File: src/rtl/tmac_pkg.sv
// Shared types and constants of the multipole acceptance core.
package tmac_pkg;

   // Decision codes.
   localparam logic [1:0] DEC_ACCEPT       = 2'd0;
   localparam logic [1:0] DEC_SPLIT_SOURCE = 2'd1;
   localparam logic [1:0] DEC_SPLIT_SINK   = 2'd2;

   // Fault codes.
   localparam logic [1:0] FAULT_NONE       = 2'd0;
   localparam logic [1:0] FAULT_BODY_SPLIT = 2'd1;
   localparam logic [1:0] FAULT_OVERFLOW   = 2'd2;

   // Register indexes of the control port.
   localparam int CSR_INDEX_W = 3;
   localparam logic [CSR_INDEX_W-1:0] CSR_SINK_X            = 3'd0;
   localparam logic [CSR_INDEX_W-1:0] CSR_SINK_Y            = 3'd1;
   localparam logic [CSR_INDEX_W-1:0] CSR_SINK_Z            = 3'd2;
   localparam logic [CSR_INDEX_W-1:0] CSR_SINK_EXTENT       = 3'd3;
   localparam logic [CSR_INDEX_W-1:0] CSR_SINK_IS_BODY      = 3'd4;
   localparam logic [CSR_INDEX_W-1:0] CSR_TEST_MODE         = 3'd5;
   localparam logic [CSR_INDEX_W-1:0] CSR_BASE_LIST_COUNT   = 3'd6;
   localparam logic [CSR_INDEX_W-1:0] CSR_BASE_INTERACTIONS = 3'd7;

   // Work queue between the classifier and the list stage.
   localparam int QUEUE_DEPTH = 8;
   localparam int QUEUE_IDX_W = 3;
   localparam int QUEUE_CNT_W = 4;

   // One source node as it arrives.
   typedef struct packed {
      logic               first_of_batch;
      logic               source_is_cell;
      logic [31:0]        source_mass;
      logic signed [31:0] source_x;
      logic signed [31:0] source_y;
      logic signed [31:0] source_z;
      logic [30:0]        source_rcrit;
      logic [23:0]        source_daughters;
   } req_type;

   // One result as it leaves.
   typedef struct packed {
      logic [1:0]         decision;
      logic [15:0]        list_slot;
      logic [31:0]        entry_mass;
      logic signed [31:0] entry_x;
      logic signed [31:0] entry_y;
      logic signed [31:0] entry_z;
      logic [16:0]        list_count;
      logic [31:0]        interaction_total;
      logic [1:0]         fault;
   } rsp_type;

   // Configuration registers.
   typedef struct packed {
      logic signed [31:0] sink_x;
      logic signed [31:0] sink_y;
      logic signed [31:0] sink_z;
      logic [30:0]        sink_extent;
      logic               sink_is_body;
      logic               test_mode;
      logic [16:0]        base_list_count;
      logic [31:0]        base_interactions;
   } cfg_type;

   // Register values after reset: everything zero, dual test selected.
   localparam cfg_type CFG_RESET = '{
      sink_x:            32'sd0,
      sink_y:            32'sd0,
      sink_z:            32'sd0,
      sink_extent:       31'd0,
      sink_is_body:      1'b0,
      test_mode:         1'b1,
      base_list_count:   17'd0,
      base_interactions: 32'd0
   };

   // A classified node waiting for the list stage.
   typedef struct packed {
      logic               first_of_batch;
      logic [1:0]         decision;
      logic               body_split;
      logic [23:0]        add_amount;
      logic [31:0]        mass;
      logic signed [31:0] pos_x;
      logic signed [31:0] pos_y;
      logic signed [31:0] pos_z;
   } work_type;

   // Queue status seen by both sides.
   typedef struct packed {
      logic [QUEUE_CNT_W-1:0] count;
      logic                   head_valid;
   } queue_status_type;

endpackage

File: src/rtl/tmac_queue.sv
// Short work queue between the classifier and the list stage.
module tmac_queue (
   input  logic                      clock,
   input  logic                      reset,
   input  logic                      push,
   input  tmac_pkg::work_type         push_data,
   input  logic                      pop,
   output tmac_pkg::work_type         head_data,
   output tmac_pkg::queue_status_type qstat
);

   localparam int IDX_W = tmac_pkg::QUEUE_IDX_W;
   localparam int CNT_W = tmac_pkg::QUEUE_CNT_W;

   tmac_pkg::work_type entry_ff [tmac_pkg::QUEUE_DEPTH];
   logic [IDX_W-1:0]   wr_ptr_ff, wr_ptr_in;
   logic [IDX_W-1:0]   rd_ptr_ff, rd_ptr_in;
   logic [CNT_W-1:0]   count_ff, count_in;

   // Pointer and fill updates.
   always_comb begin
      wr_ptr_in = push ? wr_ptr_ff + IDX_W'(1) : wr_ptr_ff;
      rd_ptr_in = pop ? rd_ptr_ff + IDX_W'(1) : rd_ptr_ff;
      count_in  = count_ff + CNT_W'(push) - CNT_W'(pop);
   end

   always_ff @(posedge clock) begin
      if (reset) begin
         wr_ptr_ff <= '0;
         rd_ptr_ff <= '0;
         count_ff  <= '0;
      end else begin
         wr_ptr_ff <= wr_ptr_in;
         rd_ptr_ff <= rd_ptr_in;
         count_ff  <= count_in;
      end
   end

   // Entry storage.
   always_ff @(posedge clock) begin
      if (push) begin
         entry_ff[wr_ptr_ff] <= push_data;
      end
   end

   assign head_data        = entry_ff[rd_ptr_ff];
   assign qstat.count      = count_ff;
   assign qstat.head_valid = count_ff != '0;

`ifndef SYNTHESIS
   a_no_push_when_full: assert property (@(posedge clock) disable iff (reset)
      push |-> (count_ff < CNT_W'(tmac_pkg::QUEUE_DEPTH)))
      else $error("work queue written while full");
   a_no_pop_when_empty: assert property (@(posedge clock) disable iff (reset)
      pop |-> (count_ff != '0))
      else $error("work queue read while empty");
`endif

endmodule

File: config.mk
export PLATFORM = sky130hd
export DESIGN_NAME = tmac_queue
export DESIGN_NICKNAME = d
export VERILOG_FILES = /design/src/rtl/tmac_pkg.sv /design/src/rtl/tmac_queue.sv
export SDC_FILE = /design/constraint.sdc
export NUM_CORES = 1
export LEC_CHECK = 0
export BUFFER_PORTS_ARGS = -buffer_cell sky130_fd_sc_hd__buf_2
export CORE_AREA = 5 5 353 355
export CTS_CLUSTER_SIZE = 25
export DETAILED_ROUTE_END_ITERATION = 10
export DIE_AREA = 0 0 358 360
export PLACE_DENSITY = 0.55
export SYNTH_ARGS = -nofsm -noshare
export SYNTH_HDL_FRONTEND = slang
export SYNTH_SLANG_ARGS = --single-unit
File: constraint.sdc
create_clock -name clock -period 15.5 [get_ports clock]
set_input_delay 0.775 -clock clock [delete_from_list [all_inputs] [get_ports clock]]
set_output_delay 0.775 -clock clock [all_outputs]
set_load 0.02 [all_outputs]
==> results of run 1 <==
-- per-stage QoR --
step                setup slack (ns)  util (%)  hold slack, ns
floorplan                       3.25         -           0.485
finish                          9.62      46.2           0.310
detailed placement             10.20      42.5           0.529
global placement               10.23      42.5           0.510
CTS                             9.36      46.2           0.225
global route                    9.17      46.2           0.261
-- kinds of logic (layout without fill, tap and decap cells) --
logic type / Yosys count / count (layout) / synth area share [%]
AOI/OAI and AO/OA: 3 / 3 / 0.0391
DFF: 1261 / 1261 / 78.7
muxes: 470 / 470 / 19.4
buffers and inverters: 95 / 620 / 1.29
adders and majority gates: 8 / 8 / 0.224
xor gates and xnor gates: 5 / 5 / 0.0913
other: 0 / 9 / 0
and+or+nand+nor: 29 / 29 / 0.263
-- placed cells by master, fill, tap and decap left out, types with 2 or more instances in the layout --
master      count
inv_6           5
dfxtp_4         3
ha_1            7
a21oi_1         2
clkinvlp_4      2
buf_12          4
nand2b_1        4
clkinv_1       27
buf_4          35
nor2_1         10
nor2_4          6
mux4_1        136
mux2_2        156
clkinv_4        3
clkbuf_1       30
inv_16          5
clkbuf_8        3
clkinv_8        2
buf_2         320
clkinv_2       23
diode_2         9
mux2i_1         2
xor2_1          3
edfxtp_1     1248
dfxtp_1        10
bufinv_16      11
inv_1           7
nor3_2          2
mux4_2        176
xnor2_1         2
nand2_1         4
clkbuf_16     141
nand3_1         2
-- power by group through the flow --
stage / Clock (mW) / Combinational, mW / Sequential [mW]
floorplan: 0 / 0.416 / 3.96
global placement: 0 / 0.637 / 3.94
detailed placement: 0 / 0.648 / 3.94
finish: 3.20 / 0.631 / 3.87
CTS: 3.31 / 0.650 / 3.87
global route: 3.44 / 0.679 / 3.88
-- worst min path at each step --
| stage | endpoint | cells after the start | slack, ns | startpoint |
|---|---|---|---|---|
| floorplan | register | 2 | 0.48 | rd_ptr_ff[2]$_SDFFE_PP0P_ |
| global placement | register | 2 | 0.51 | rd_ptr_ff[2]$_SDFFE_PP0P_ |
| detailed placement | register | 2 | 0.53 | rd_ptr_ff[2]$_SDFFE_PP0P_ |
| CTS | entry_ff[7][6]$_DFFE_PP_ | 1 | 0.23 | push_data[6] |
| global route | entry_ff[0][148]$_DFFE_PP_ | 1 | 0.26 | push_data[148] |
| finish | entry_ff[7][6]$_DFFE_PP_ | 1 | 0.31 | push_data[6] |
-- final cells by class --
cell class / instances / area [um^2]
Timing Repair Buffer: 359 / 1940
Multi-Input combinational cell: 515 / 9670
Sequential cell: 1261 / 37700
Fill cell: 10000 / 65200
Clock buffer: 174 / 3680
Inverter: 7 / 26.3
Clock inverter: 80 / 801
Tap cell: 1625 / 2030
Antenna cell: 9 / 22.5
-- worst max-delay path: cells and delay by family, from the launching register on --
kind | cells | cell delay (ns)
flip-flops | 1 | 0.77
buffers and inverters | 4 | 2.51
multiplexers | 2 | 0.95
-- flip-flops by register name (all words and copies together), names as in the netlist, named ones only --
signal	count
rd_ptr_ff	3
count_ff	4
wr_ptr_ff	3
entry_ff	1248
-- per-layer routing --
metal / global-route usage, % / share of wire (%) / vias up
li1: - / - / 9041
met1: 19.9 / 41 / 11200
met2: 26.9 / 51 / 481
met3: 4.67 / 6.2 / 198
met4: 4.36 / 2.2 / 26
met5: 0 / 0.16 / -
==> results.py, run 1 <==
metrics = {
    "sta": {
        "max_freq_ghz": 0.170,
        "worst_pin_slew_ns": 1.08,
        "final.period_utilization_pct": 37.9,
        "clock_skew_ns": 0.0224,
        "setup-violations-final": 0,
        "finalHoldViolCount": 0,
        "rsz0062_at_grt": "no",
        "slew_headroom_pct": 28.0,
        "finalCriticalPeriod_ns": 5.88,
        "maxSlewViolCount": 0,
        "setup_tns_ns": 0,
    },
    "floorplan": {
        "start_util_pct": 39.6,
        "fp.dieW_um": 358,
        "die_h_um": 360,
        "dieArea_um2": 129000,
        "core_area_um2": 121000,
        "ios": 321,
        "std_cell_rows": 128,
    },
    "placement": {
        "place_congestion": 0.703,
        "dp_cells": 3767,
        "port_buffers": 320,
        "hpwl_um": 54200,
        "placed_area_um2": 51400,
    },
    "clock_network": {
        "insertion_delay_ns": 0.73,
        "cts_resized": 0,
        "cts_buffers": 136,
        "clockBufferDepth": 3,
        "cts_tree": "yes",
        "post-cts-setup-buffers": 0,
        "htree_levels": 4,
        "cts_sinks": 1261,
        "cts-root-buf": "clkbuf_16",
        "cts.clk_slew.worst_paths_ns": 0.06,
        "ctsHoldBuffers": 0,
    },
    "route": {
        "ant_nets": 0,
        "drtIter0Drc": 1337,
        "drtPass1Iterations": 4,
        "wl_per_cell_um": 25.3,
        "vias_per_cell": 5.19,
        "vias": 20900,
        "drc_errors": 0,
        "routed_wl_um": 102000,
    },
    "synthesis": {
        "synthFlopType": "edfxtp_1",
        "yosysSeqAreaShare_pct": 78.7,
        "synth_async_sr_flop_share_pct": 0,
        "syn_area_um2": 48000,
        "syn_inst": 1871,
        "yosys_warnings": 0,
        "yosys-top-cells-count": "edfxtp_1 (1248), mux4_2 (176), mux2_2 (156)",
        "synth_top_area_share_pct": 78.1,
        "ys_types": 24,
        "yosysMostFrequentCell": "edfxtp_1",
        "synth.avg_cell_area_um2": 25.6,
        "synth.largest_area_cell": "edfxtp_1",
        "ys_top_cells_by_area": "edfxtp_1 (78%), mux4_2 (8.3%), mux4_1 (7.5%)",
        "synth_fp_nets": 2039,
        "synth-edff-count": 1248,
        "ys_seq_elements": 1261,
    },
    "pwr": {
        "swShare_pct": 22.2,
        "p_leak_nw": 17.9,
        "switchingPower_mw": 1.71,
        "combinationalPowerShare_pct": 8.2,
        "internal_power_mw": 5.99,
        "power_mw": 7.70,
        "p_seq_share_pct": 50.3,
        "clockPowerShare_pct": 41.5,
        "power_density_nw_per_um2": 138,
        "ir_drop_uv": 92.1,
    },
    "grt": {
        "grt_antenna_before_repair": 33,
        "grt_use_total_pct": 15.8,
        "grt_overflow": 0,
        "grt_start_max_net_pins": 149,
        "grt_pass1_wl_um": 151000,
        "grt_pass1_vias": 23000,
    },
    "setup_path": {
        "path_cells": "buf_4 -> buf_4 -> buf_4 -> mux4_1 -> mux2_2 -> buf_2",
        "slowest_stage": "buf_4",
        "r2r_setup_slack_ns": 12.21,
        "crit_end": "head_data[99]",
        "crit_path_frequent_cell": "buf_4",
        "arrival_ns": 5.10,
        "timing.rr.start": "wr_ptr_ff[2]$_SDFFE_PP0P_",
        "slowest_delay_ns": 0.82,
        "rr_worst_depth": 5,
        "worst_ep_required_time_ns": 14.73,
        "path_max_fanout": 48,
        "critPathLaunchType": "register",
        "rr_endpoint": "entry_ff[4][111]$_DFFE_PP_",
        "crit_path_end_kind": "output pin",
        "crit_type": "register to output pin",
    },
    "cells_and_area": {
        "layout.nets": 2448,
        "final_area_um2": 55900,
        "synthToLayoutAreaGrowth_pct": 16.6,
        "final_cells": 4030,
        "drive_above_1_share_pct": 37.6,
    },
    "flow_run": {
        "cap_viol_max_count": 0,
    },
    "outcome": {
        "outcome": "completed",
    },
    "hold_path": {
        "hold_path.class": "input pin to register",
    },
}
No activity file was read; power rests on OpenSTA's default activity.
==> inputs of run 2 (changes only) <==
--- a/config.mk
+++ b/config.mk
@@ -10,7 +10,7 @@
 export CTS_CLUSTER_SIZE = 25
 export DETAILED_ROUTE_END_ITERATION = 10
 export DIE_AREA = 0 0 358 360
-export PLACE_DENSITY = 0.55
+export PLACE_DENSITY = 0.57
 export SYNTH_ARGS = -nofsm -noshare
 export SYNTH_HDL_FRONTEND = slang
 export SYNTH_SLANG_ARGS = --single-unit
==> constraint.sdc (replaced) <==
create_clock -name clock -period 4.9 [get_ports clock]
set_input_delay 0.245 -clock clock [delete_from_list [all_inputs] [get_ports clock]]
set_output_delay 0.245 -clock clock [all_outputs]
set_load 0.02 [all_outputs]
==> run 2 against run 1 <==
Net effect: utilization is 1.3 points higher; highest routed layer unchanged; largest power group unchanged; register-to-register slack worse by 9.8 ns; cell count is 3.6% higher; design area rose by 2.8%; combinational power rose to 3.4 times the previous value; clock-buffer cell count decreased by 9; global-route usage rose by 0.20 points; clock power increased to 3.0 times the previous value; worst hold slack got worse by 0.015 ns.
==> results.py, run 2 (synthesis gave the netlist of run 1 again) <==
metrics = {
    "setup_path": {
        "crit_buf_inv": 2,
        "r2r_setup_slack_ns": 2.43,
        "arrival_ns": 3.40,
        "slowest_stage": "dfxtp_4",
        "worst_ep_required_time_ns": 4.66,
        "critPathLaunchType": "register",
        "cp_top_family": "multiplexers",
        "path_cells": "buf_4 -> mux4_1 -> mux2_2 -> buf_2",
        "slowest_delay_ns": 0.92,
        "crit_path_end_kind": "output pin",
        "path_max_fanout": 37,
        "crit_type": "register to output pin",
    },
    "route": {
        "wl_per_cell_um": 24.6,
        "vias": 21600,
        "routed_wl_um": 103000,
        "drtPass1Iterations": 5,
        "drc_errors": 0,
        "drtIter0Drc": 1647,
        "ant_nets": 0,
        "vias_per_cell": 5.18,
    },
    "floorplan": {
        "fp.dieW_um": 358,
        "die_h_um": 360,
        "core_area_um2": 121000,
        "start_util_pct": 39.6,
        "std_cell_rows": 128,
        "ios": 321,
        "dieArea_um2": 129000,
    },
    "flow_run": {
        "cap_viol_max_count": 0,
    },
    "clock_network": {
        "clockBufferDepth": 3,
        "cts_sinks": 1261,
        "cts-root-buf": "clkbuf_16",
        "htree_levels": 4,
        "insertion_delay_ns": 0.75,
        "cts_buffers": 137,
        "post-cts-setup-buffers": 0,
        "cts_tree": "yes",
        "cts.clk_slew.worst_paths_ns": 0.06,
        "cts_resized": 0,
    },
    "cells_and_area": {
        "final_cells": 4176,
        "drive_above_1_share_pct": 34.8,
        "layout_common_cells": "edfxtp_1 (1248), buf_2 (320), mux4_2 (176)",
        "layout.nets": 2616,
        "largestRegisters": "entry_ff: 1248 flops, count_ff: 4 flops",
        "layout_commonest_cell": "edfxtp_1",
        "multiInputGateArea_um2": 9680,
        "synthToLayoutAreaGrowth_pct": 19.9,
        "top_register": "entry_ff",
        "seq_area_um2": 37700,
        "fillCellCount": 9931,
        "largest_reg_flops": 1248,
    },
    "sta": {
        "final.period_utilization_pct": 74.3,
        "max_freq_ghz": 0.275,
        "maxSlewViolCount": 0,
        "finalHoldViolCount": 0,
        "setup-violations-final": 0,
        "clock_skew_ns": 0.0219,
        "slew_headroom_pct": 28.8,
        "finalCriticalPeriod_ns": 3.64,
        "worst_pin_slew_ns": 1.07,
        "fin_ws_ns": 1.26,
        "rsz0062_at_grt": "no",
    },
    "placement": {
        "port_buffers": 320,
        "dp_cells": 3775,
        "place_ws_ns": 1.94,
        "hpwl_um": 55000,
        "place_congestion": 0.706,
    },
    "pwr": {
        "power_density_nw_per_um2": 417,
        "ir_drop_uv": 349,
        "p_leak_nw": 18.5,
    },
    "grt": {
        "grt_start_max_net_pins": 116,
        "grt_pass1_wl_um": 153000,
        "grt_overflow": 0,
        "grt_pass1_vias": 23700,
        "grt_use_total_pct": 16.0,
        "grt_antenna_before_repair": 12,
    },
    "outcome": {
        "outcome": "completed",
    },
    "hold_path": {
        "hold_path.class": "input pin to register",
    },
}
==> run 2: cell count changes in the layout (fill, tap and decap cells not counted), moves of 2 or more <==
cell and delta:
buf_12 +19, buf_4 -11, bufinv_16 -6, clkbuf_1 -5, clkbuf_16 -3, clkinv_1 +9, clkinv_2 -11, clkinv_4 -2
diode_2 -4, dlygate4sd3_1 +159, inv_6 +4, nor3_2 -2, nor3_4 +2
==> run 2: cell type report <==
cell class / instances / area share [%]
inverter: 7 / 0.0457
antenna: 5 / 0.0218
multi-input combinational: 515 / 16.8
timing repair buffer: 526 / 6.67
tap: 1625 / 3.54
clock buffer: 165 / 6.22
clock inverter: 72 / 1.05
sequential: 1261 / 65.6
==> run 2: through the flow <==
stage	TNS, ns	area, um^2	hold WS [ns]	power, mW	utilization, %
after floorplan	-238.72	48000	0.344	13.8	-
after global placement	0	51700	0.495	14.5	42.7
after detailed placement	0	51700	0.515	14.5	42.7
after CTS	0	57500	0.214	24.3	47.5
after global routing	0	57500	0.268	24.9	47.5
final	0	57500	0.295	24.0	47.5
==> run 2: report_power, final <==
part	leakage [nW]	total [mW]	switching, mW	internal (mW)
Combinational	5.04	2.13	1.19	0.939
Clock	2.03	9.58	4.09	5.49
Sequential	11.4	12.2	0.0961	12.2
Total	18.5	24.0	5.38	18.6
==> run 2: repair_timing <==
item | CTS | global route
hold endpoints to repair | 1261 | 0
hold buffers | 159 | 0
setup endpoints to repair | 0 | 0
==> run 2: worst paths after layout <==
path | from | endpoint | cells after the start
hold / removal | push_data[56] | entry_ff[5][56]$_DFFE_PP_ | 2
setup reg to reg | wr_ptr_ff[2]$_SDFFE_PP0P_ | entry_ff[0][48]$_DFFE_PP_ | 3
setup / recovery | register | head_data[57] | 4
hold reg to reg | rd_ptr_ff[2]$_SDFFE_PP0P_ | register | 2
==> run 2: routing by layer <==
metal / share of wire, % / global-route usage [%] / wire [um]
met2: 50 / 26.8 / 51800
met5: 0.067 / 0 / 69
met3: 5.3 / 3.79 / 5450
met4: 2.3 / 4.86 / 2390
met1: 42 / 21.0 / 43000
==> run 2: worst register-to-register path: cells and delay by family, from the launching register on <==
| family | cells | cell delay (ns) |
|---|---|---|
| flops | 1 | 0.32 |
| simple gates | 2 | 1.14 |
| buf+inv | 1 | 0.58 |
