## config.mk

```make
export PLATFORM = sky130hd
export DESIGN_NAME = tmac_back
export DESIGN_NICKNAME = d
export VERILOG_FILES = /design/src/rtl/tmac_pkg.sv /design/src/rtl/tmac_back.sv
export SDC_FILE = /design/constraint.sdc
export NUM_CORES = 1
export LEC_CHECK = 0
export BUFFER_PORTS_ARGS = -buffer_cell sky130_fd_sc_hd__buf_4
export CORE_AREA = 4 4 209 211
export CTS_CLUSTER_SIZE = 28
export DETAILED_ROUTE_END_ITERATION = 16
export DIE_AREA = 0 0 213 215
export GPL_TIMING_DRIVEN = 0
export MAX_ROUTING_LAYER = met4
export SLEW_MARGIN = 30
export SYNTH_ARGS = -nofsm -noshare
export SYNTH_HDL_FRONTEND = slang
export SYNTH_SLANG_ARGS = --single-unit
```

## constraint.sdc

```tcl
create_clock -name clock -period 22.2 [get_ports clock]
set_input_delay 4.44 -clock clock [delete_from_list [all_inputs] [get_ports clock]]
set_output_delay 4.44 -clock clock [all_outputs]
set_load 0.01 [all_outputs]
```

## src/rtl/tmac_pkg.sv

```systemverilog
// Shared types and constants of the multipole acceptance core.
package tmac_pkg;

   // Decision codes.
   localparam logic [1:0] DEC_ACCEPT       = 2'd0;
   localparam logic [1:0] DEC_SPLIT_SOURCE = 2'd1;
   localparam logic [1:0] DEC_SPLIT_SINK   = 2'd2;

   // Fault codes.
   localparam logic [1:0] FAULT_NONE       = 2'd0;
   localparam logic [1:0] FAULT_BODY_SPLIT = 2'd1;
   localparam logic [1:0] FAULT_OVERFLOW   = 2'd2;

   // Register indexes of the control port.
   localparam int CSR_INDEX_W = 3;
   localparam logic [CSR_INDEX_W-1:0] CSR_SINK_X            = 3'd0;
   localparam logic [CSR_INDEX_W-1:0] CSR_SINK_Y            = 3'd1;
   localparam logic [CSR_INDEX_W-1:0] CSR_SINK_Z            = 3'd2;
   localparam logic [CSR_INDEX_W-1:0] CSR_SINK_EXTENT       = 3'd3;
   localparam logic [CSR_INDEX_W-1:0] CSR_SINK_IS_BODY      = 3'd4;
   localparam logic [CSR_INDEX_W-1:0] CSR_TEST_MODE         = 3'd5;
   localparam logic [CSR_INDEX_W-1:0] CSR_BASE_LIST_COUNT   = 3'd6;
   localparam logic [CSR_INDEX_W-1:0] CSR_BASE_INTERACTIONS = 3'd7;

   // Work queue between the classifier and the list stage.
   localparam int QUEUE_DEPTH = 8;
   localparam int QUEUE_IDX_W = 3;
   localparam int QUEUE_CNT_W = 4;

   // One source node as it arrives.
   typedef struct packed {
      logic               first_of_batch;
      logic               source_is_cell;
      logic [31:0]        source_mass;
      logic signed [31:0] source_x;
      logic signed [31:0] source_y;
      logic signed [31:0] source_z;
      logic [30:0]        source_rcrit;
      logic [23:0]        source_daughters;
   } req_type;

   // One result as it leaves.
   typedef struct packed {
      logic [1:0]         decision;
      logic [15:0]        list_slot;
      logic [31:0]        entry_mass;
      logic signed [31:0] entry_x;
      logic signed [31:0] entry_y;
      logic signed [31:0] entry_z;
      logic [16:0]        list_count;
      logic [31:0]        interaction_total;
      logic [1:0]         fault;
   } rsp_type;

   // Configuration registers.
   typedef struct packed {
      logic signed [31:0] sink_x;
      logic signed [31:0] sink_y;
      logic signed [31:0] sink_z;
      logic [30:0]        sink_extent;
      logic               sink_is_body;
      logic               test_mode;
      logic [16:0]        base_list_count;
      logic [31:0]        base_interactions;
   } cfg_type;

   // Register values after reset: everything zero, dual test selected.
   localparam cfg_type CFG_RESET = '{
      sink_x:            32'sd0,
      sink_y:            32'sd0,
      sink_z:            32'sd0,
      sink_extent:       31'd0,
      sink_is_body:      1'b0,
      test_mode:         1'b1,
      base_list_count:   17'd0,
      base_interactions: 32'd0
   };

   // A classified node waiting for the list stage.
   typedef struct packed {
      logic               first_of_batch;
      logic [1:0]         decision;
      logic               body_split;
      logic [23:0]        add_amount;
      logic [31:0]        mass;
      logic signed [31:0] pos_x;
      logic signed [31:0] pos_y;
      logic signed [31:0] pos_z;
   } work_type;

   // Queue status seen by both sides.
   typedef struct packed {
      logic [QUEUE_CNT_W-1:0] count;
      logic                   head_valid;
   } queue_status_type;

endpackage

```

## src/rtl/tmac_back.sv

```systemverilog
// Back end: list append, interaction total and the result register.
module tmac_back #(
   parameter int LIST_DEPTH = 65536
) (
   input  logic              clock,
   input  logic              reset,
   input  tmac_pkg::cfg_type  cfg,
   input  logic              head_valid,
   input  tmac_pkg::work_type head_data,
   output logic              pop,
   output logic              rsp_valid,
   input  logic              rsp_stall,
   output tmac_pkg::rsp_type  rsp_data
);

   localparam int DEPTH_W = $clog2(LIST_DEPTH + 1);
   localparam int CNT_W   = (DEPTH_W > 17) ? DEPTH_W : 17;

   logic [CNT_W-1:0]  fill_ff, fill_in;
   logic [31:0]       total_ff, total_in;
   logic              rsp_valid_ff, rsp_valid_in;
   tmac_pkg::rsp_type rsp_ff, rsp_in;
   logic [CNT_W-1:0]  fill_cur;
   logic [31:0]       total_cur;
   logic [32:0]       total_sum;

   // Take the next item when the result register is free or being taken.
   assign pop = head_valid && (!rsp_valid_ff || !rsp_stall);

   // Counter update and result assembly for the item at the queue head.
   always_comb begin
      fill_cur  = head_data.first_of_batch ? CNT_W'(cfg.base_list_count) : fill_ff;
      total_cur = head_data.first_of_batch ? cfg.base_interactions : total_ff;
      total_sum = {1'b0, total_cur} + 33'(head_data.add_amount);
      fill_in   = fill_cur;
      total_in  = total_cur;

      rsp_in.decision   = head_data.decision;
      rsp_in.list_slot  = '0;
      rsp_in.entry_mass = '0;
      rsp_in.entry_x    = '0;
      rsp_in.entry_y    = '0;
      rsp_in.entry_z    = '0;
      rsp_in.fault      = head_data.body_split ? tmac_pkg::FAULT_BODY_SPLIT
                                               : tmac_pkg::FAULT_NONE;

      if (head_data.decision == tmac_pkg::DEC_ACCEPT) begin
         if (fill_cur >= CNT_W'(LIST_DEPTH)) begin
            rsp_in.fault = tmac_pkg::FAULT_OVERFLOW;
         end else begin
            rsp_in.list_slot  = fill_cur[15:0];
            rsp_in.entry_mass = head_data.mass;
            rsp_in.entry_x    = head_data.pos_x;
            rsp_in.entry_y    = head_data.pos_y;
            rsp_in.entry_z    = head_data.pos_z;
            fill_in           = fill_cur + CNT_W'(1);
            total_in          = total_sum[32] ? 32'hFFFF_FFFF : total_sum[31:0];
         end
      end

      rsp_in.list_count        = fill_in[16:0];
      rsp_in.interaction_total = total_in;
   end

   // Result valid: set on a new beat, cleared once the beat is taken.
   always_comb begin
      if (pop) begin
         rsp_valid_in = 1'b1;
      end else if (!rsp_stall) begin
         rsp_valid_in = 1'b0;
      end else begin
         rsp_valid_in = rsp_valid_ff;
      end
   end

   always_ff @(posedge clock) begin
      if (reset) begin
         fill_ff      <= '0;
         total_ff     <= '0;
         rsp_valid_ff <= 1'b0;
      end else begin
         rsp_valid_ff <= rsp_valid_in;
         if (pop) begin
            fill_ff  <= fill_in;
            total_ff <= total_in;
         end
      end
   end

   always_ff @(posedge clock) begin
      if (pop) begin
         rsp_ff <= rsp_in;
      end
   end

   assign rsp_valid = rsp_valid_ff;
   assign rsp_data  = rsp_ff;

`ifndef SYNTHESIS
   a_overflow_is_accept: assert property (@(posedge clock) disable iff (reset)
      (rsp_valid_ff && rsp_ff.fault == tmac_pkg::FAULT_OVERFLOW) |->
      (rsp_ff.decision == tmac_pkg::DEC_ACCEPT && rsp_ff.list_slot == '0))
      else $error("overflow result carries a list entry");
   a_body_split_is_sink: assert property (@(posedge clock) disable iff (reset)
      (rsp_valid_ff && rsp_ff.fault == tmac_pkg::FAULT_BODY_SPLIT) |->
      (rsp_ff.decision == tmac_pkg::DEC_SPLIT_SINK))
      else $error("body split fault without a split sink decision");
`endif

endmodule

```

==> results of run 1 <==
-- metrics by stage --
stage | util, % | instance area (um2) | total power [mW] | setup WS, ns | hold WS [ns]
after floorplan | - | 11600 | 0.676 | 7.22 | 0.436
after global placement | 36.8 | 15400 | 0.789 | 3.03 | 0.441
after detailed placement | 37.3 | 15600 | 0.788 | 10.84 | 0.448
after CTS | 39.5 | 16500 | 1.27 | 10.84 | 0.456
after global routing | 39.5 | 16500 | 1.31 | 10.66 | 0.481
final | 39.5 | 16500 | 1.26 | 10.89 | 0.459
-- cells by family after synthesis --
| logic type | synth area share, % |
|---|---|
| adder cells (fa/ha/maj) | 2.97 |
| AND/OR/NAND/NOR | 17.1 |
| buffers and inverters | 2.61 |
| multiplexers | 4.98 |
| XOR/XNOR | 3.08 |
| AO/OA/AOI/OAI | 9.90 |
| flip-flops | 59.4 |
-- state kept, by name, summed over array words and instances (netlist names) --
signal and count:
total_ff 32, fill_ff 17, rsp_data 197, rsp_valid 1
-- cell usage after synthesis (3+ instances only) --
master	instances
nor2b_1	6
or3_1	3
o21bai_1	3
xor2_1	17
a21o_1	8
ha_1	26
and3_1	137
buf_2	11
inv_1	12
and2_1	7
nand2_1	88
edfxtp_1	197
mux2i_1	27
nand2b_1	4
nor3_1	9
a211oi_1	21
a311oi_1	5
o21a_1	3
nand4_1	4
a21oi_1	77
o21ai_0	16
a31oi_1	3
mux2_2	25
nand3_1	16
o22ai_1	4
dfxtp_1	50
o31ai_1	3
clkbuf_1	40
xnor2_1	24
buf_1	5
nor2_1	85
nand4b_1	3
-- power by group --
group | switching (mW) | internal, mW
Clock | 0.195 | 0.284
Sequential | 0.0118 | 0.536
Combinational | 0.127 | 0.103
-- critical path: stages --
cell	delay, ns
buf_4	0.11
nand2_1	0.05
nand2_1	0.17
inv_1	0.19
clkbuf_1	0.42
buf_2	0.60
buf_12	0.27
buf_12	0.22
buf_16	0.20
buf_4	0.15
-- final timing paths --
path                            startpoint                        to  slack (ns)  depth (start not counted)
setup / recovery                 rsp_stall                       pop       10.89                         10
hold / removal    fill_ff[14]$_SDFFE_PP0P_  fill_ff[14]$_SDFFE_PP0P_        0.46                          2
setup reg to reg  total_ff[0]$_SDFFE_PP0P_    rsp_data[13]$_DFFE_PP_       18.85                         12
hold reg to reg   fill_ff[14]$_SDFFE_PP0P_  fill_ff[14]$_SDFFE_PP0P_        0.46                          2
-- cell type report --
cell class | instances | area [um2]
diodes | 7 | 17.5
repair buffers | 414 | 3240
clock buffers | 33 | 741
well taps | 539 | 674
plain buffers | 60 | 256
inverters | 13 | 48.8
fillers | 4043 | 25300
clock inverters | 18 | 191
flip-flops and latches | 247 | 6920
multi-input cells | 675 | 4420
-- per-layer routing --
metal / global-route usage [%] / wire length [um] / share of wire [%] / vias up
met5: - / 0 / 0 / -
met4: 7.95 / 2060 / 4.6 / 0
met3: 5.13 / 3660 / 8.2 / 76
met2: 32.1 / 21900 / 49 / 376
met1: 21.0 / 17100 / 38 / 4643
li1: - / - / - / 4600
==> impl_metrics.env, run 1 <==
export IMPL_cp_arrival_ns=6.87
export IMPL_cts_root_buffer="clkbuf_16"
export IMPL_clock_sinks=247
export IMPL_dieHeight_um=215
export IMPL_cts_hold_buffers=0
export IMPL_synth_edff_count=197
export IMPL_cts_made_buffers=29
export IMPL_clock_latency_ns=0.55
export IMPL_status="completed"
export IMPL_leakagePower_nw=7.23
export IMPL_period_needed_ns=11.31
export IMPL_endpoint_kind="primary output"
export IMPL_ys_async_sr_fraction_pct=0
export IMPL_required_ns=17.76
export IMPL_drive_gt1_share_pct=35.6
export IMPL_fmax_ghz=0.0884
export IMPL_port_buffers=406
export IMPL_syn2layout_area_growth_pct=41.8
export IMPL_dr_pass1_iters=5
export IMPL_peakVddDrop_v=0.0000534
export IMPL_setup_tns_ns=0
export IMPL_final_cell_mix="408 x buf_4, 197 x edfxtp_1, 137 x and3_1"
export IMPL_tightest_slew_ns=0.758
export IMPL_die_w_um=213
export IMPL_clock_skew_ns=0.0103
export IMPL_synthTopCellsByArea="edfxtp_1 51%, dfxtp_1 8.6%, and3_1 7.4%, a21oi_1 3.3%, nand2_1 2.8%"
export IMPL_start_util_pct=27.9
export IMPL_cts_tree="done"
export IMPL_vias_per_cell=4.83
export IMPL_drt_total_wl_um=44700
export IMPL_nNetsFinal=1805
export IMPL_fp_dieArea_um2=45800
export IMPL_ys_ff_latch=247
export IMPL_hold_class="flop to flop"
export IMPL_max_cap_violations=0
export IMPL_drt_drc_violations_left=0
export IMPL_rsz0062_at_grt="no"
export IMPL_cts_setup_buffers=0
export IMPL_final_cell_count_no_fill=2006
export IMPL_num_rows=75
export IMPL_grt_pass1_wl_um=63500
export IMPL_start_kind="input pin"
export IMPL_yosysWarnings=0
export IMPL_gr_usage_all_layers_pct=19.0
export IMPL_ios=537
export IMPL_postSynthCellCount=995
export IMPL_drtAntennaViolNets=0
export IMPL_post_route_period_util_pct=50.9
export IMPL_htree_num_levels=1
export IMPL_power_density_nw_per_um2=76.1
export IMPL_crit_type="input pin to primary output"
export IMPL_slew_viol_final=0
export IMPL_grt_pass1_vias=9804
export IMPL_numPlacedInstances=1948
export IMPL_post_drt_wl_per_cell_um=22.3
export IMPL_clk_path_buf_depth=3
export IMPL_synth_top_area_cell="edfxtp_1"
export IMPL_fp_coreArea_um2=41800
export IMPL_synth_nets=1360
export IMPL_vias=9695
export IMPL_grt_overflow=0
export IMPL_setup_violations=0
export IMPL_layout_commonest_cell="buf_4"
export IMPL_synth_top_area_share_pct=50.8
export IMPL_routabilityCongestion=0.865
export IMPL_drtIter0Drc=683
export IMPL_crit_fanout=25
export IMPL_syn_area_um2=11600
export IMPL_synth_main_ff_cell="edfxtp_1"
export IMPL_yosysSeqAreaShare_pct=59.4
export IMPL_final_hold_viol_count=0
export IMPL_grt_max_degree=33
export IMPL_post_cts_resize_count=0
export IMPL_yosysUniqueCellTypes=77
export IMPL_avgSynthCellArea_um2=11.7
export IMPL_hpwl_um=34700
export IMPL_path_clk_slew_ns=0.06
export IMPL_max_slew_margin_pct=49.5
export IMPL_antenna_found_initial=7
Power figures use the tool's default switching activity.
==> run 2, diff against run 1 <==
--- a/config.mk
+++ b/config.mk
@@ -6,10 +6,10 @@
 export NUM_CORES = 1
 export LEC_CHECK = 0
 export BUFFER_PORTS_ARGS = -buffer_cell sky130_fd_sc_hd__buf_4
-export CORE_AREA = 4 4 209 211
+export CORE_AREA = 4 4 205 207
 export CTS_CLUSTER_SIZE = 28
 export DETAILED_ROUTE_END_ITERATION = 16
-export DIE_AREA = 0 0 213 215
+export DIE_AREA = 0 0 209 211
 export GPL_TIMING_DRIVEN = 0
 export MAX_ROUTING_LAYER = met4
 export SLEW_MARGIN = 30
==> constraint.sdc (replaced) <==
create_clock -name clock -period 11.05 [get_ports clock]
set_input_delay 2.21 -clock clock [delete_from_list [all_inputs] [get_ports clock]]
set_output_delay 2.21 -clock clock [all_outputs]
set_load 0.01 [all_outputs]
==> impl_metrics.env, run 2 (synthesis results as in run 1) <==
export IMPL_tightest_slew_ns=0.839
export IMPL_die_w_um=209
export IMPL_drt_drc_violations_left=0
export IMPL_syn2layout_area_growth_pct=42.8
export IMPL_path_clk_slew_ns=0.06
export IMPL_drtAntennaViolNets=0
export IMPL_holdCritStartpoint="fill_ff[14]$_SDFFE_PP0P_"
export IMPL_period_needed_ns=6.35
export IMPL_dpl_instance_area_um2=15500
export IMPL_grt_overflow=0
export IMPL_hpwl_um=32500
export IMPL_hold_class="flop to flop"
export IMPL_r2r_slack_ns=7.69
export IMPL_drtIter0Drc=744
export IMPL_num_rows=74
export IMPL_hold_depth=2
export IMPL_antenna_found_initial=5
export IMPL_fp_coreArea_um2=40400
export IMPL_clk_path_buf_depth=3
export IMPL_drt_total_wl_um=42100
export IMPL_slew_viol_final=0
export IMPL_required_ns=8.84
export IMPL_cts_setup_buffers=0
export IMPL_cp_arrival_ns=4.14
export IMPL_max_cap_violations=0
export IMPL_crit_fanout=21
export IMPL_layout_commonest_cell="buf_4"
export IMPL_finalInstanceArea_um2=16600
export IMPL_clock_latency_ns=0.58
export IMPL_rsz0062_at_grt="no"
export IMPL_cts_hold_buffers=0
export IMPL_cts_tree="done"
export IMPL_drive_gt1_share_pct=36.2
export IMPL_post_drt_wl_per_cell_um=21.0
export IMPL_start_kind="input pin"
export IMPL_finish_utilization_pct=41.2
export IMPL_port_buffers=406
export IMPL_fp_dieArea_um2=44100
export IMPL_largest_register_ffs=197
export IMPL_grt_max_degree=32
export IMPL_cts_made_buffers=30
export IMPL_clock_skew_ns=0.0297
export IMPL_min_to="fill_ff[14]$_SDFFE_PP0P_"
export IMPL_final_cell_mix="408 x buf_4, 197 x edfxtp_1, 137 x and3_1"
export IMPL_vias=9788
export IMPL_vias_per_cell=4.89
export IMPL_grt_pass1_vias=9868
export IMPL_nNetsFinal=1806
export IMPL_dr_pass1_iters=5
export IMPL_htree_num_levels=1
export IMPL_reg2reg_from="total_ff[7]$_SDFFE_PP0P_"
export IMPL_setup_violations=0
export IMPL_start_util_pct=28.8
export IMPL_dieHeight_um=211
export IMPL_gr_usage_all_layers_pct=18.5
export IMPL_leakagePower_nw=7.29
export IMPL_ios=537
export IMPL_final_hold_viol_count=0
export IMPL_max_slew_margin_pct=43.8
export IMPL_whs_ns=0.453
export IMPL_endpoint_kind="primary output"
export IMPL_peakVddDrop_v=0.000105
export IMPL_cts_root_buffer="clkbuf_16"
export IMPL_reg2reg_depth=11
export IMPL_setup_ws_ns=4.70
export IMPL_power_density_nw_per_um2=157
export IMPL_clock_sinks=247
export IMPL_status="completed"
export IMPL_crit_type="input pin to primary output"
export IMPL_routabilityCongestion=0.870
export IMPL_grt_pass1_wl_um=61000
export IMPL_fmax_ghz=0.158
export IMPL_post_cts_resize_count=0
export IMPL_dpl_worst_slack_ns=4.45
export IMPL_nFillCells=3876
export IMPL_r2r_end="rsp_data[13]$_DFFE_PP_"
export IMPL_post_route_period_util_pct=57.5
run 2: critical path: stages:
cell	delay [ns]
buf_4	0.11
nand2_1	0.05
nand2_1	0.15
inv_1	0.16
clkbuf_1	0.43
buf_2	0.61
buf_16	0.25
buf_4	0.14
run 2: through the flow:
step                total power [mW]  std cells  setup TNS (ns)
global placement                1.58       1933         -234.01
CTS                             2.64       1997               0
detailed placement              1.58       1941               0
finish                          2.61       2002               0
floorplan                       1.36        995               0
global route                    2.72       2002               0
run 2: layer usage:
metal  track usage, %  vias to the layer above  wire length, um
met1             21.8                     4663            16600
li1                 -                     4609                -
met3             3.56                       79             3060
met2             31.5                      437            20900
met4             6.98                        0             1460
met5                -                        -                0
run 2: cell type report:
type,count,area [um2],area share [%]
multi-input cells,675,4420,26.6
diodes,5,12.5,0.0752
clock buffers,38,821,4.94
inverters,13,48.8,0.293
repair buffers,414,3240,19.5
well taps,532,666,4.00
flip-flops and latches,247,6920,41.6
plain buffers,60,256,1.54
clock inverters,18,249,1.50
run 2: how the worst max path moves through the flow:
stage / end / cells past startpoint / slack, ns / from
6_report: pop / 8 / 4.70 / rsp_stall
5_1_grt: pop / 8 / 4.54 / rsp_stall
4_1_cts: pop / 8 / 4.65 / rsp_stall
3_5_place_dp: total_ff[15]$_SDFFE_PP0P_ / 17 / 4.45 / head_data[155]
3_3_place_gp: pop / 7 / -3.45 / rsp_stall
2_1_floorplan: pop / 5 / 0.53 / rsp_stall
run 2: where the power goes:
| group | total [mW] | switching, mW | internal, mW |
|---|---|---|---|
| Combinational | 0.458 | 0.251 | 0.207 |
| Clock | 1.06 | 0.411 | 0.645 |
| Sequential | 1.10 | 0.0236 | 1.08 |
